`config.mk`:
```
export PLATFORM = sky130hd
export DESIGN_NAME = psbs_isqrt
export DESIGN_NICKNAME = d
export VERILOG_FILES = /design/src/rtl/psbs_pkg.sv /design/src/rtl/psbs_isqrt.sv
export SDC_FILE = /design/constraint.sdc
export NUM_CORES = 2
export LEC_CHECK = 0
export ABC_AREA = 1
export BUFFER_PORTS_ARGS = -buffer_cell sky130_fd_sc_hd__buf_2
export CAP_MARGIN = 10
export CORE_MARGIN = 1
export CORE_UTILIZATION = 45
export DETAILED_ROUTE_END_ITERATION = 6
export GPL_ROUTABILITY_DRIVEN = 0
export SLEW_MARGIN = 20
export SYNTH_ARGS = -nofsm -noshare
export SYNTH_HDL_FRONTEND = slang
export SYNTH_SLANG_ARGS = --single-unit
export TNS_END_PERCENT = 100
```
`constraint.sdc`:
```
create_clock -name clk -period 2.1 [get_ports clk]
set_input_delay 0.525 -clock clk [delete_from_list [all_inputs] [get_ports clk]]
set_output_delay 0.525 -clock clk [all_outputs]
set_load 0.03 [all_outputs]
```
`src/rtl/psbs_pkg.sv`:
```
`default_nettype none
package psbs_pkg;

  localparam int FRAC_BITS_DEF = 14;
  localparam int P_W    = 16;  // port position / velocity width
  localparam int DT_W   = 16;
  localparam int P1_W   = 18;  // moved position, unsaturated
  localparam int V1_W   = 19;  // pulled velocity, unsaturated
  localparam int MAG2_W = 38;  // squared length
  localparam int MAG_W  = 19;  // integer square root
  localparam int LIM_W  = 15;
  localparam int Q_W    = 15;  // rescaled component magnitude
  localparam int NUM_W  = MAG_W + Q_W;
  localparam int CFG_ADDR_W = 4;

  localparam logic [15:0] GAIN_RESET = 16'd6554;

  localparam logic [1:0] REG_GAIN  = 2'd0;
  localparam logic [1:0] REG_LIMIT = 2'd1;
  localparam logic [1:0] REG_WALL  = 2'd2;

  typedef struct packed {
    logic [15:0]          gain;
    logic [LIM_W-1:0]     lim;
    logic [2*LIM_W-1:0]   lim_sq;
    logic [LIM_W-1:0]     wb;
  } psbs_cfg_t;

  typedef struct packed {
    logic [2:0][P1_W-1:0] p1;
    logic [2:0][V1_W-1:0] v1;
    logic                 over;
  } psbs_body_t;

endpackage
`default_nettype wire

```
`src/rtl/psbs_isqrt.sv`:
```
`default_nettype none
module psbs_isqrt (
  input  wire logic                      clk,
  input  wire logic                      rst_n,
  input  wire logic                      en,
  input  wire logic                      in_vld,
  input  wire psbs_pkg::psbs_body_t      in_body,
  input  wire logic [psbs_pkg::MAG2_W-1:0] in_mag2,
  output logic                           out_vld,
  output psbs_pkg::psbs_body_t           out_body,
  output logic [psbs_pkg::MAG_W-1:0]     out_mag
);

  localparam int N     = psbs_pkg::MAG_W;
  localparam int REM_W = psbs_pkg::MAG_W + 2;

  logic [N:0]                       vld_r;
  psbs_pkg::psbs_body_t             body_r [N+1];
  logic [psbs_pkg::MAG2_W-1:0]      n_r    [N+1];
  logic [psbs_pkg::MAG_W-1:0]       root_r [N+1];
  logic [REM_W-1:0]                 rem_r  [N+1];

  logic [psbs_pkg::MAG2_W-1:0]      n_nxt    [1:N];
  logic [psbs_pkg::MAG_W-1:0]       root_nxt [1:N];
  logic [REM_W-1:0]                 rem_nxt  [1:N];
  logic [REM_W+1:0]                 rem_sh, trial;

  // one result bit per stage, two radicand bits consumed
  always_comb begin
    rem_sh = '0;
    trial  = '0;
    for (int s = 1; s <= N; s++) begin
      rem_sh   = {rem_r[s-1], n_r[s-1][psbs_pkg::MAG2_W-1 -: 2]};
      trial    = {2'b00, root_r[s-1], 2'b01};
      n_nxt[s] = n_r[s-1] << 2;
      if (rem_sh >= trial) begin
        rem_nxt[s]  = REM_W'(rem_sh - trial);
        root_nxt[s] = {root_r[s-1][psbs_pkg::MAG_W-2:0], 1'b1};
      end else begin
        rem_nxt[s]  = rem_sh[REM_W-1:0];
        root_nxt[s] = {root_r[s-1][psbs_pkg::MAG_W-2:0], 1'b0};
      end
    end
  end

  always_ff @(posedge clk) begin
    if (!rst_n) begin
      vld_r <= '0;
    end else if (en) begin
      vld_r <= {vld_r[N-1:0], in_vld};
    end
  end

  always_ff @(posedge clk) begin
    if (en) begin
      body_r[0] <= in_body;
      n_r[0]    <= in_mag2;
      root_r[0] <= '0;
      rem_r[0]  <= '0;
      for (int s = 1; s <= N; s++) begin
        body_r[s] <= body_r[s-1];
        n_r[s]    <= n_nxt[s];
        root_r[s] <= root_nxt[s];
        rem_r[s]  <= rem_nxt[s];
      end
    end
  end

  assign out_vld  = vld_r[N];
  assign out_body = body_r[N];
  assign out_mag  = root_r[N];

endmodule
`default_nettype wire

```
==> out/metrics.yaml <==
status: "finished, violations left"
violations: "DRC, setup timing"
dieArea_um2: 261000
drive_gt1_frac: 0.240
wire_per_inst_um: 16.0
nNetsFinal: 9087
worst_skew_pair.late_latency_ns: 0.93
hpwl_mm: 122
antenna_left: 0
required_ns: 2.72
area_delta_synth_final_pct: 22.6
crit_slowest_cell: "edfxtp_1"
r2r_cells: 10
synth-edff-count: 3162
drtIter0Drc: 5046
slew_violations: 0
dr.pass1.iters: 7
clockBufferDepth: 4
place_inst: 11400
ys_async_sr_fraction: 0
overflow: 0
finalSetupTns_ns: -2.87
crit_chain: "ha_4 > buf_4 > nand2_1 > nand2_1 > nor2_1 > nand4_1 > buf_6 > buf_8 > nand2_2 > o21ai_1"
ys_seq_area_frac: 0.817
max_freq_ghz: 0.441
ys_warn_count: 0
die_h_um: 511
io_pins: 286
holdCritStartpoint: "en"
ys_ff_latch: 3182
grt_pass1_vias: 59000
portBuffers: 285
cts_made_buffers: 341
final_cell_mix: "edfxtp_1 (3162), nand2_1 (1356), inv_1 (665), buf_4 (500), nor2_1 (406)"
grt_max_degree: 102
hold_viol: 0
utilization: 0.556
cts_tree: "built"
synth-main-ff-cell: "edfxtp_1"
fp.coreArea_um2: 257000
htreeDepth: 5
antenna_found_initial: 7
critPathArrivalTime_ns: 2.89
finClkSkew_ns: 0.0875
post-route-drc-count: 1
end_kind: "flop"
worstMarginPinSlew_ns: 0.599
fin_cells: 12400
hold_path_depth: 2
layout_commonest_cell: "edfxtp_1"
cap_violations: 0
routed_wl_mm: 197
period_share: 1.08
timing.rr.end: "rem_r[17][1]"
max_stage_delay_ns: 0.44
via_count: 60400
power.leakage_uw: 0.0542
power_density_nw_per_um2: 1030
rows: 186
clk_pin_slew_ns: 0.06
syn-num-nets: 7850
crit_path_start: "rem_r[16][15]"
fill_cells: 19700
path_class: "flop to flop"
die_w_um: 511
avgSynthCellArea_um2: 15.6
cp_max_fo: 7
relSlewSlack: 0.600
ir_drop_mv: 0.887
viasPerCell: 4.88
cts_sinks: 3182
min_path_type: "input pin to flop"
rsz0062_at_grt: "yes"
ff_latch_area_um2: 95400
period_needed_ns: 2.27
start_util: 0.453
root_buffer: "clkbuf_16"
crit_top_cell: "nand2_1"
syn_area_um2: 117000
grt_pass1_wl_mm: 302
r2r_start: "rem_r[16][15]"
hold_ws_ns: 0.168
synth.distinct_cells: 53
worst_slack_ns: -0.165
groute.usage.overall: 0.142
setup_viol: 60
crit_path_start_kind: "flop"
multi_input_area_um2: 20500
r2r_setup_slack_ns: -0.17
netlist_instances: 7486
whs_endpoint: "body_r[0][103]"
[per-stage QoR]
step / instance area [um^2] / power, uW / worst slack [ns]
5_1_grt: 143000 / 153000 / -0.265
3_5_place_dp: 125000 / 88600 / -0.179
4_1_cts: 139000 / 147000 / -0.152
3_3_place_gp: 125000 / 88200 / -0.131
2_1_floorplan: 117000 / 83600 / 0.119
6_report: 143000 / 147000 / -0.165
[registers in the layout (all words and copies together), names as in the netlist]
name,flops
vld_r,20
body_r,2240
rem_r,352
root_r,190
n_r,380
[area by class of cell]
cell class,count,share of cell area
flip-flops and latches,3182,0.666
diodes,1,0.0000175
clock inverters,203,0.0135
inverters,799,0.0214
clock buffers,401,0.0612
repair buffers,1049,0.0643
well taps,3384,0.0296
multi-input cells,3346,0.143
repair inverters,4,0.000254
[worst max-delay path by stage]
stage / end / slack, ns / cells past startpoint
after global placement: rem_r[13][13] / -0.13 / 11
after floorplan: rem_r[7][10] / 0.12 / 12
after global routing: rem_r[17][1] / -0.27 / 12
final: rem_r[17][1] / -0.17 / 10
after CTS: out_body[30] / -0.15 / 1
after detailed placement: root_r[3][38] / -0.18 / 11
[worst max-delay path, delay by kind of cell, from the launching register on]
family | cells | cell delay [ns]
simple gates | 5 | 0.66
fa+ha+maj | 1 | 0.30
buf+inv | 3 | 0.56
compound gates | 1 | 0.05
flops | 1 | 0.44
[Yosys cell counts (6+ instances only)]
master    count  area share
dfxtp_1      20      0.0034
a21oi_2      19      0.0014
inv_2        46      0.0015
nand2_1    1556       0.050
buf_6        16      0.0015
o21ai_2      14      0.0011
buf_4       121      0.0078
nand3_2       8     0.00069
nor2_4        7     0.00068
buf_2        13     0.00056
o21a_1        8     0.00051
a21o_1        6     0.00039
nand2_2      21      0.0011
o21ai_1      80      0.0034
o21ai_0      83      0.0036
o21bai_1     12     0.00077
xnor2_1      67      0.0050
nand4_1      74      0.0040
ha_1        210       0.023
a21oi_1     184      0.0079
edfxtp_1   3162        0.81
clkbuf_1      7     0.00023
nor3_1       40      0.0017
nor2_2       18     0.00097
nor2_1      469       0.015
inv_1       749       0.024
xor2_1       74      0.0056
nand3b_1     69      0.0044
nand3_1     278       0.012
[cells by family (layout without fill, tap and decap cells)]
| group | Yosys count | count (layout) | share of synthesized area |
|---|---|---|---|
| DFF | 3182 | 3182 | 0.817 |
| and+or+nand+nor | 2576 | 2576 | 0.0936 |
| buffers and inverters | 958 | 2456 | 0.0361 |
| AOI/OAI and AO/OA | 418 | 418 | 0.0200 |
| adders and majority gates | 210 | 210 | 0.0225 |
| xor gates and xnor gates | 141 | 141 | 0.0106 |
| other | 1 | 2 | 0.0000321 |
[timing repair]
item / in CTS / in global routing
setup endpoints to repair: 301 / 376
pin swaps: 13 / 162
gates resized for setup: 206 / 711
gates cloned: 1 / 20
hold buffers: 153 / 0
hold endpoints to repair: 170 / 0
buffers inserted: 20 / 141
[power breakdown]
group | total [uW] | internal [uW] | switching, uW
clock network | 57000 | 33700 | 23300
registers | 76900 | 75000 | 1880
logic | 13200 | 5450 | 7740
[metal layers]
| metal | vias up | GRT usage | share of wire |
|---|---|---|---|
| met5 | - | 0 | 0 |
| met2 | 1911 | 0.237 | 0.48 |
| met4 | 0 | 0.0658 | 0.046 |
| li1 | 28900 | - | - |
| met1 | 28900 | 0.181 | 0.42 |
| met3 | 689 | 0.0268 | 0.050 |
(Power assumes the default switching activity.)
